--- src/bfps_pkg.sv ---
// Shared types, widths and action codes for the byte FIFO with statistics.
package bfps_pkg;

  // Payload field widths, fixed by the channel definition.
  localparam int unsigned ACTION_W = 2;
  localparam int unsigned BYTE_W   = 8;
  localparam int unsigned LEVEL_W  = 7;
  localparam int unsigned DROP_W   = 16;

  // Default buffer depth in bytes.
  localparam int unsigned DEPTH_DEFAULT = 64;

  // Action codes carried by an input transfer.
  localparam logic [ACTION_W-1:0] ACT_PUSH  = 2'd0;
  localparam logic [ACTION_W-1:0] ACT_POP   = 2'd1;
  localparam logic [ACTION_W-1:0] ACT_STATS = 2'd2;

  // Command from the controller to the datapath.
  typedef struct packed {
    logic load_item;  // An input transfer happens this cycle.
  } cmd_t;

endpackage : bfps_pkg

--- src/bfps_in_if.sv ---
// Input channel: one action per transfer, with the byte to push.
interface bfps_in_if;
  logic                          valid;
  logic                          ready;
  logic [bfps_pkg::ACTION_W-1:0] action;
  logic [bfps_pkg::BYTE_W-1:0]   push_byte;

  modport source (output valid, output action, output push_byte, input ready);
  modport sink   (input valid, input action, input push_byte, output ready);
endinterface : bfps_in_if

--- src/bfps_out_if.sv ---
// Output channel: one result per accepted action.
interface bfps_out_if;
  logic                         valid;
  logic                         ready;
  logic [bfps_pkg::BYTE_W-1:0]  pop_byte;
  logic                         pop_valid;
  logic                         push_accepted;
  logic [bfps_pkg::LEVEL_W-1:0] fill_level;
  logic [bfps_pkg::LEVEL_W-1:0] peak_level;
  logic [bfps_pkg::DROP_W-1:0]  drop_count;

  modport source (output valid, output pop_byte, output pop_valid, output push_accepted,
                  output fill_level, output peak_level, output drop_count, input ready);
  modport sink   (input valid, input pop_byte, input pop_valid, input push_accepted,
                  input fill_level, input peak_level, input drop_count, output ready);
endinterface : bfps_out_if

--- src/bfps_ram.sv ---
// Generic single-write, single-read RAM with registered read data.
module bfps_ram #(
  parameter int unsigned WIDTH = 8,
  parameter int unsigned DEPTH = 64
) (
  input  logic                     clk_i,
  input  logic                     we_i,
  input  logic [$clog2(DEPTH)-1:0] waddr_i,
  input  logic [WIDTH-1:0]         wdata_i,
  input  logic                     re_i,
  input  logic [$clog2(DEPTH)-1:0] raddr_i,
  output logic [WIDTH-1:0]         rdata_o
);

  logic [WIDTH-1:0] mem_q [DEPTH];
  logic [WIDTH-1:0] rdata_q;

  // Write port.
  always_ff @(posedge clk_i) begin
    if (we_i) begin
      mem_q[waddr_i] <= wdata_i;
    end
  end

  // Read port; the data holds until the next read.
  always_ff @(posedge clk_i) begin
    if (re_i) begin
      rdata_q <= mem_q[raddr_i];
    end
  end

  assign rdata_o = rdata_q;

endmodule : bfps_ram

--- src/bfps_ctrl.sv ---
// Controller: tracks whether a result is held and handles both handshakes.
module bfps_ctrl (
  input  logic           clk_i,
  input  logic           rst_ni,
  input  logic           in_valid_i,
  output logic           in_ready_o,
  output logic           out_valid_o,
  input  logic           out_ready_i,
  output bfps_pkg::cmd_t cmd_o
);
  import bfps_pkg::*;

  localparam logic ST_EMPTY = 1'b0;
  localparam logic ST_HELD  = 1'b1;

  logic state_q;
  logic state_d;
  logic accept;

  // A new item may enter whenever the result slot is free or being emptied.
  assign in_ready_o  = (state_q == ST_EMPTY) || out_ready_i;
  assign accept      = in_valid_i && in_ready_o;
  assign out_valid_o = (state_q == ST_HELD);
  assign cmd_o.load_item = accept;

  // Next state of the result slot.
  always_comb begin
    state_d = state_q;
    case (state_q)
      ST_EMPTY: begin
        if (accept) begin
          state_d = ST_HELD;
        end
      end
      ST_HELD: begin
        if (accept) begin
          state_d = ST_HELD;
        end else if (out_ready_i) begin
          state_d = ST_EMPTY;
        end
      end
      default: state_d = ST_EMPTY;
    endcase
  end

  always_ff @(posedge clk_i or negedge rst_ni) begin
    if (!rst_ni) begin
      state_q <= ST_EMPTY;
    end else begin
      state_q <= state_d;
    end
  end

endmodule : bfps_ctrl

--- src/bfps_dpath.sv ---
// Datapath: ring indexes, occupancy, statistics, byte store and result registers.
module bfps_dpath #(
  parameter int unsigned DEPTH = bfps_pkg::DEPTH_DEFAULT
) (
  input  logic                          clk_i,
  input  logic                          rst_ni,
  input  bfps_pkg::cmd_t                cmd_i,
  input  logic [bfps_pkg::ACTION_W-1:0] action_i,
  input  logic [bfps_pkg::BYTE_W-1:0]   push_byte_i,
  output logic [bfps_pkg::BYTE_W-1:0]   pop_byte_o,
  output logic                          pop_valid_o,
  output logic                          push_accepted_o,
  output logic [bfps_pkg::LEVEL_W-1:0]  fill_level_o,
  output logic [bfps_pkg::LEVEL_W-1:0]  peak_level_o,
  output logic [bfps_pkg::DROP_W-1:0]   drop_count_o
);
  import bfps_pkg::*;

  localparam int unsigned IDX_W = $clog2(DEPTH);
  localparam int unsigned OCC_W = $clog2(DEPTH + 1);
  localparam logic [IDX_W-1:0] LAST_IDX = IDX_W'(DEPTH - 1);
  localparam logic [OCC_W-1:0] FULL_OCC = OCC_W'(DEPTH);

  logic [IDX_W-1:0]   wr_idx_q, wr_idx_d;
  logic [IDX_W-1:0]   rd_idx_q, rd_idx_d;
  logic [OCC_W-1:0]   occ_q, occ_d;
  logic [OCC_W-1:0]   peak_q, peak_d;
  logic [DROP_W-1:0]  drops_q, drops_d;
  logic [OCC_W-1:0]   peak_out;
  logic [DROP_W-1:0]  drops_out;

  logic               do_push;
  logic               do_pop;
  logic               do_drop;

  logic               pop_valid_q;
  logic               push_acc_q;
  logic [OCC_W-1:0]   fill_q;
  logic [OCC_W-1:0]   peak_res_q;
  logic [DROP_W-1:0]  drops_res_q;
  logic [BYTE_W-1:0]  rdata;

  // Decode the item against the current occupancy.
  assign do_push = cmd_i.load_item && (action_i == ACT_PUSH) && (occ_q < FULL_OCC);
  assign do_drop = cmd_i.load_item && (action_i == ACT_PUSH) && (occ_q == FULL_OCC);
  assign do_pop  = cmd_i.load_item && (action_i == ACT_POP) && (occ_q != '0);

  // Ring indexes, occupancy and statistics.
  always_comb begin
    wr_idx_d  = wr_idx_q;
    rd_idx_d  = rd_idx_q;
    occ_d     = occ_q;
    peak_d    = peak_q;
    drops_d   = drops_q;
    if (do_push) begin
      wr_idx_d = (wr_idx_q == LAST_IDX) ? '0 : wr_idx_q + 1'b1;
      occ_d    = occ_q + 1'b1;
      if (occ_d > peak_q) begin
        peak_d = occ_d;
      end
    end
    if (do_drop) begin
      drops_d = drops_q + 1'b1;
    end
    if (do_pop) begin
      rd_idx_d = (rd_idx_q == LAST_IDX) ? '0 : rd_idx_q + 1'b1;
      occ_d    = occ_q - 1'b1;
    end
    // Report the statistics of this item, then clear them on a statistics read.
    peak_out  = peak_d;
    drops_out = drops_d;
    if (cmd_i.load_item && (action_i == ACT_STATS)) begin
      peak_d  = '0;
      drops_d = '0;
    end
  end

  always_ff @(posedge clk_i or negedge rst_ni) begin
    if (!rst_ni) begin
      wr_idx_q <= '0;
      rd_idx_q <= '0;
      occ_q    <= '0;
      peak_q   <= '0;
      drops_q  <= '0;
    end else begin
      wr_idx_q <= wr_idx_d;
      rd_idx_q <= rd_idx_d;
      occ_q    <= occ_d;
      peak_q   <= peak_d;
      drops_q  <= drops_d;
    end
  end

  // Byte store; a pop's byte appears on the read port together with its result.
  bfps_ram #(
    .WIDTH (BYTE_W),
    .DEPTH (DEPTH)
  ) u_store (
    .clk_i   (clk_i),
    .we_i    (do_push),
    .waddr_i (wr_idx_q),
    .wdata_i (push_byte_i),
    .re_i    (do_pop),
    .raddr_i (rd_idx_q),
    .rdata_o (rdata)
  );

  // Result registers, loaded on every input transfer.
  always_ff @(posedge clk_i) begin
    if (cmd_i.load_item) begin
      pop_valid_q <= do_pop;
      push_acc_q  <= do_push;
      fill_q      <= occ_d;
      peak_res_q  <= peak_out;
      drops_res_q <= drops_out;
    end
  end

  assign pop_byte_o      = pop_valid_q ? rdata : '0;
  assign pop_valid_o     = pop_valid_q;
  assign push_accepted_o = push_acc_q;
  assign fill_level_o    = LEVEL_W'(fill_q);
  assign peak_level_o    = LEVEL_W'(peak_res_q);
  assign drop_count_o    = drops_res_q;

endmodule : bfps_dpath

--- src/byte_fifo_with_peak_and_drop_stats_top.sv ---
// Top level of the byte FIFO with peak-occupancy and drop statistics.
//
// Usage: every transfer on in_i carries one action: push a byte, pop the
// oldest byte, or read the statistics (level, peak, drops) and clear peak
// and drops. Each accepted action yields exactly one transfer on out_o.
// A push into a full buffer drops the byte and counts it; a pop from an
// empty buffer returns pop_valid low and a zero byte.
// The result is offered in the cycle after its input transfer.
// Throughput: one action per cycle while the receiver takes each result;
// the single result register and registered store read set this figure.
// Reset clears the indexes, the level, the peak and the drop count and
// empties the result register; the byte store keeps no reset state.
// When the receiver stalls, the result is held on out_o and in_i.ready
// stays low until the result is taken; a new item may enter in the same
// cycle the held result is transferred.
module byte_fifo_with_peak_and_drop_stats_top #(
  parameter int unsigned DEPTH = bfps_pkg::DEPTH_DEFAULT
) (
  input logic        clk_i,
  input logic        rst_ni,
  bfps_in_if.sink    in_i,
  bfps_out_if.source out_o
);
  import bfps_pkg::*;

  cmd_t cmd;

  // Controller: handshakes and the result slot.
  bfps_ctrl u_ctrl (
    .clk_i       (clk_i),
    .rst_ni      (rst_ni),
    .in_valid_i  (in_i.valid),
    .in_ready_o  (in_i.ready),
    .out_valid_o (out_o.valid),
    .out_ready_i (out_o.ready),
    .cmd_o       (cmd)
  );

  // Datapath: buffer, statistics and results.
  bfps_dpath #(
    .DEPTH (DEPTH)
  ) u_dpath (
    .clk_i           (clk_i),
    .rst_ni          (rst_ni),
    .cmd_i           (cmd),
    .action_i        (in_i.action),
    .push_byte_i     (in_i.push_byte),
    .pop_byte_o      (out_o.pop_byte),
    .pop_valid_o     (out_o.pop_valid),
    .push_accepted_o (out_o.push_accepted),
    .fill_level_o    (out_o.fill_level),
    .peak_level_o    (out_o.peak_level),
    .drop_count_o    (out_o.drop_count)
  );

  // An input transfer never overwrites a result that is still stalled.
  a_no_overwrite: assert property (@(posedge clk_i) disable iff (!rst_ni)
    (in_i.valid && in_i.ready) |-> (!out_o.valid || out_o.ready))
    else $error("input transfer while a stalled result is held");

  // Every input transfer offers a result in the following cycle.
  a_result_follows: assert property (@(posedge clk_i) disable iff (!rst_ni)
    (in_i.valid && in_i.ready) |=> out_o.valid)
    else $error("no result offered after an input transfer");

  // A result never reports both a stored push and a successful pop.
  a_one_outcome: assert property (@(posedge clk_i) disable iff (!rst_ni)
    out_o.valid |-> !(out_o.pop_valid && out_o.push_accepted))
    else $error("result reports both a push and a pop");

  // A result without a successful pop carries a zero byte.
  a_empty_pop_zero: assert property (@(posedge clk_i) disable iff (!rst_ni)
    (out_o.valid && !out_o.pop_valid) |-> (out_o.pop_byte == '0))
    else $error("nonzero byte on a result without a pop");

endmodule : byte_fifo_with_peak_and_drop_stats_top

--- src/flat_wrapper.sv ---
// flat-port wrapper written by rule: the top's interface ports become plain ports
module byte_fifo_with_peak_and_drop_stats_top_flat import bfps_pkg::*;
#(
  parameter int unsigned DEPTH = bfps_pkg::DEPTH_DEFAULT
)
  (clk_i, rst_ni, in_i_valid, in_i_action, in_i_push_byte, in_i_ready, out_o_valid, out_o_pop_byte, out_o_pop_valid, out_o_push_accepted, out_o_fill_level, out_o_peak_level, out_o_drop_count, out_o_ready);
  bfps_in_if in_i_i ();
  bfps_out_if out_o_i ();
  input logic clk_i;
  input logic rst_ni;
  input wire logic [$bits(in_i_i.valid)-1:0] in_i_valid;
  input wire logic [$bits(in_i_i.action)-1:0] in_i_action;
  input wire logic [$bits(in_i_i.push_byte)-1:0] in_i_push_byte;
  output wire logic [$bits(in_i_i.ready)-1:0] in_i_ready;
  output wire logic [$bits(out_o_i.valid)-1:0] out_o_valid;
  output wire logic [$bits(out_o_i.pop_byte)-1:0] out_o_pop_byte;
  output wire logic [$bits(out_o_i.pop_valid)-1:0] out_o_pop_valid;
  output wire logic [$bits(out_o_i.push_accepted)-1:0] out_o_push_accepted;
  output wire logic [$bits(out_o_i.fill_level)-1:0] out_o_fill_level;
  output wire logic [$bits(out_o_i.peak_level)-1:0] out_o_peak_level;
  output wire logic [$bits(out_o_i.drop_count)-1:0] out_o_drop_count;
  input wire logic [$bits(out_o_i.ready)-1:0] out_o_ready;
  assign in_i_i.valid = in_i_valid;
  assign in_i_i.action = in_i_action;
  assign in_i_i.push_byte = in_i_push_byte;
  assign in_i_ready = in_i_i.ready;
  assign out_o_valid = out_o_i.valid;
  assign out_o_pop_byte = out_o_i.pop_byte;
  assign out_o_pop_valid = out_o_i.pop_valid;
  assign out_o_push_accepted = out_o_i.push_accepted;
  assign out_o_fill_level = out_o_i.fill_level;
  assign out_o_peak_level = out_o_i.peak_level;
  assign out_o_drop_count = out_o_i.drop_count;
  assign out_o_i.ready = out_o_ready;
  byte_fifo_with_peak_and_drop_stats_top #(.DEPTH(DEPTH)) u_core (.clk_i(clk_i), .rst_ni(rst_ni), .in_i(in_i_i), .out_o(out_o_i));
endmodule
--- config.mk ---
export PLATFORM = sky130hd
export DESIGN_NAME = byte_fifo_with_peak_and_drop_stats_top_flat
export DESIGN_NICKNAME = d
export VERILOG_FILES = /design/src/bfps_pkg.sv /design/src/bfps_in_if.sv /design/src/bfps_out_if.sv /design/src/bfps_ram.sv /design/src/bfps_ctrl.sv /design/src/bfps_dpath.sv /design/src/byte_fifo_with_peak_and_drop_stats_top.sv /design/src/flat_wrapper.sv
export SDC_FILE = /design/constraint.sdc
export NUM_CORES = 1
export LEC_CHECK = 0
export BUFFER_PORTS_ARGS = -buffer_cell sky130_fd_sc_hd__buf_2
export CORE_ASPECT_RATIO = 1.25
export CORE_MARGIN = 2
export CORE_UTILIZATION = 30
export CTS_CLUSTER_SIZE = 16
export DETAILED_ROUTE_END_ITERATION = 12
export GPL_TIMING_DRIVEN = 0
export PLACE_DENSITY = 0.49
export SLEW_MARGIN = 10
export SYNTH_ARGS = -nofsm -noshare
export SYNTH_HDL_FRONTEND = slang
export SYNTH_SLANG_ARGS = --single-unit
export TNS_END_PERCENT = 1
--- constraint.sdc ---
create_clock -name clk_i -period 6.5 [get_ports clk_i]
set_input_delay 0.975 -clock clk_i [delete_from_list [all_inputs] [get_ports clk_i]]
set_output_delay 0.975 -clock clk_i [all_outputs]
set_load 0.02 [all_outputs]
==> run_results.csv <==
group,metric,value,unit
critical_path,worst_ep_arrival_time,4080,ps
yosys,synthTopCellsByArea,"edfxtp_1 (70%), mux4_2 (12%), dfrtp_1 (4.6%), nor2_1 (1.5%), mux2i_1 (1.3%)",
cells_and_area,final_cell_mix,"edfxtp_1 (552), mux4_2 (124), nor2_1 (92)",
clock_network,cts_sinks,595,
yosys,yosysSeqAreaShare,74.97,%
yosys,synth_edf_count,552,
sta,relSlewSlack,14.42,%
clock_network,root_buffer,"clkbuf_16",
sta,finalHoldViolations,0,
hold_path,hold_class,"flip-flop to flip-flop",
critical_path,start_kind,"flip-flop",
sta,fin_crit_sh,57.55,%
yosys,yosys.area.top_type,"edfxtp_1",
drt,ant_nets,0,
yosys,synth.avg_cell_area,19.19,sq um
sta,fin_crit,3741,ps
drt,vias_per_cell,4.914,
clock_network,clkSlewWorstSetupHoldPaths,60,ps
grt,grt_first_pass_wirelength,87550,um
critical_path,crit_type,"flip-flop to flip-flop",
die,placeableCoreArea,77590,sq um
pwr,power-per-cell-area,390.2,nW/um^2
yosys,synth_top_area_share,70.40,%
clock_network,cts_setup_buffers,0,
placed_design,routabilityCongestion,0.8622,
critical_path,cp.required,6840,ps
cells_and_area,final_area,27300,sq um
yosys,yosysUniqueCellTypes,62,
sta,fmax,0.2673,GHz
cells_and_area,syn_to_final_growth,15.94,%
die,start_util,30.35,%
drt,drcViolationCount,0,
cells_and_area,stdcell_count,2441,
critical_path,cp_max_fo,10,
grt,grt_pass1_vias,12513,
drt,first_iter_violations,1176,
sta,timing_max_transition_violations_final,0,
cells_and_area,regArea,17650,sq um
clock_network,cts_hold_buffers,0,
placed_design,postPlaceCellArea,25130,sq um
sta,setup_violations,0,
yosys,async_flop_share,7.227,%
pwr,power_switching_share,29.01,%
grt,gr-total-overflow,0,
clock_network,cts-buffers-inserted,66,
die,die_x,254.6,um
grt,antenna_found_initial,1,
clock_network,ctsHtreeMaxLevel,3,
placed_design,place_inst,2326,
cells_and_area,drive_gt1_share,23.12,%
yosys,synthFlopType,"edfxtp_1",
sta,fin_tns_setup,0,ps
die,ios,56,
die,row_count,114,
pwr,p_switching,3.089,mW
placed_design,portBuffers,55,
drt,dr.pass1.iters,5,
cells_and_area,final_nets,1376,
pwr,p_seq_share,40.6,%
yosys,synth_nets,1253,
cells_and_area,multi_input_area,5548,sq um
drt,via_count,11994,
clock_network,insertion_delay,590,ps
cells_and_area,antenna_cells,0,
yosys,ys_warn_count,0,
sta,fin_worst_skew,28.78,ps
clock_network,clk_path_buf_depth,3,
run_status,status,"finished, final reports clean",
drt,totalWireLength,60690,um
cells_and_area,fillers,7376,
critical_path,crit_path_end_kind,"flip-flop",
cells_and_area,final_common_cell,"edfxtp_1",
pwr,leakage,8.743,nW
pwr,vdd_drop_max,0.1816,mV
die,dieArea,80760,sq um
yosys,ys_ff_latch,595,
run,drv_cap,0,
pwr,p_int,7.562,mW
grt,grt_usage,15.32,%
clock_network,cts_tree,"yes",
drt,routedWlPerCell,24.86,um
sta,grt_setup_unrepaired,"false",
grt,grt_max_degree,65,
pwr,pwr-share-comb,24.3,%
yosys,syn_area,23550,sq um
yosys,synth_cells,1227,
die,die_y,317.2,um
pwr,clockPowerShare,35.1,%
clock_network,cts_resized,0,
placed_design,post-dp-hpwl,39100,um
sta,worst_pin_slew,1284,ps
==> final cells by class <==
| type | count | share of cell area (%) |
|---|---|---|
| repair buffers | 55 | 1.072 |
| clock inverters | 40 | 1.494 |
| multi-input cells | 552 | 20.32 |
| plain buffers | 64 | 1.050 |
| clock buffers | 75 | 6.398 |
| flip-flops and latches | 595 | 64.66 |
| well taps | 1044 | 4.785 |
| inverters | 16 | 0.2200 |
==> routing by layer <==
metal / global-route usage (%) / vias to the layer above / part of all wire [%]
met5: 0 / - / 0
met4: 6.473 / 0 / 3.7
met3: 2.955 / 115 / 5.6
met2: 25.48 / 397 / 49
met1: 19.62 / 6276 / 41
li1: - / 5206 / -
==> worst paths after layout <==
kind | startpoint | to | slack (ps) | depth (start not counted)
worst min-delay path | u_core.u_dpath.drops_q[15]$_DFF_PN0_ | u_core.u_dpath.drops_q[15]$_DFF_PN0_ | 500 | 1
min in group asynchronous | rst_ni | u_core.u_dpath.drops_q[3]$_DFF_PN0_ | 600 | 1
max in group asynchronous | rst_ni | u_core.u_dpath.wr_idx_q[4]$_DFFE_PN0P_ | 5210 | 1
worst min register to register | u_core.u_dpath.drops_q[15]$_DFF_PN0_ | u_core.u_dpath.drops_q[15]$_DFF_PN0_ | 500 | 1
worst max-delay path | u_core.u_dpath.rd_idx_q[1]$_DFFE_PN0P_ | u_core.u_dpath.u_store.rdata_o[6]$_DFFE_PP_ | 2760 | 7
worst max register to register | u_core.u_dpath.rd_idx_q[1]$_DFFE_PN0P_ | u_core.u_dpath.u_store.rdata_o[6]$_DFFE_PP_ | 2760 | 7
==> metrics by stage <==
stage | total power, mW | utilization (%) | hold slack, ps | setup slack [ps]
2_1_floorplan | 6.067 | - | 468.5 | 3584
3_3_place_gp | 7.018 | 32.38 | 482.8 | 2615
3_5_place_dp | 7.040 | 32.38 | 491.1 | 2546
4_1_cts | 10.81 | 35.16 | 499.1 | 2763
5_1_grt | 11.08 | 35.18 | 512.0 | 2635
6_report | 10.65 | 35.18 | 495.1 | 2759
==> synthesized netlist by cell type, drive strengths merged, types with 6 or more instances <==
library cell  count
buf              29
o22ai             7
ha               12
a21oi            15
a211oi            6
a22oi            10
nand2            43
nor3              6
and2             27
o31ai             9
nand4            12
nand2b            9
xnor2            21
and3              6
nor2             94
edfxtp          552
nand3            21
inv              15
xor2              7
mux2i            31
o21ai            27
mux4            124
a221oi           11
clkbuf           35
mux2              9
dfrtp            43
==> critical path: stages (launching register included) <==
cell       delay (ps)
dfrtp_1           360
clkbuf_1          240
clkbuf_1          580
clkbuf_1          920
clkbuf_1          590
nand3_1           270
o221ai_1          390
o2bb2ai_1         120
==> kinds of logic (layout without fill, tap and decap cells) <==
logic type	count (synthesis)	after routing	share of synthesized area, %
buf+inv	80	250	1.472
xor+xnor	28	28	1.073
simple gates	236	236	4.990
mux	164	164	13.61
compound gates	112	112	3.252
flops	595	595	74.97
fa+ha+maj	12	12	0.6376
==> power groups by stage <==
stage | Sequential [mW] | Clock [mW] | Combinational [mW]
after floorplan | 4.41 | 0 | 1.66
after global routing | 4.33 | 3.98 | 2.77
after global placement | 4.40 | 0 | 2.62
after CTS | 4.32 | 3.84 | 2.64
after detailed placement | 4.40 | 0 | 2.64
final | 4.32 | 3.74 | 2.59
==> sequential cells by signal, indices dropped and copies added, names as in the netlist, 7 cells and up <==
signal / count
u_core.u_dpath.fill_level_o: 7
u_core.u_dpath.peak_q: 7
u_core.u_dpath.peak_level_o: 7
u_core.u_dpath.drop_count_o: 16
u_core.u_dpath.occ_q: 7
u_core.u_dpath.u_store.rdata_o: 8
u_core.u_dpath.drops_q: 16
u_core.u_dpath.u_store.mem_q: 512
(Power assumes the default switching activity.)
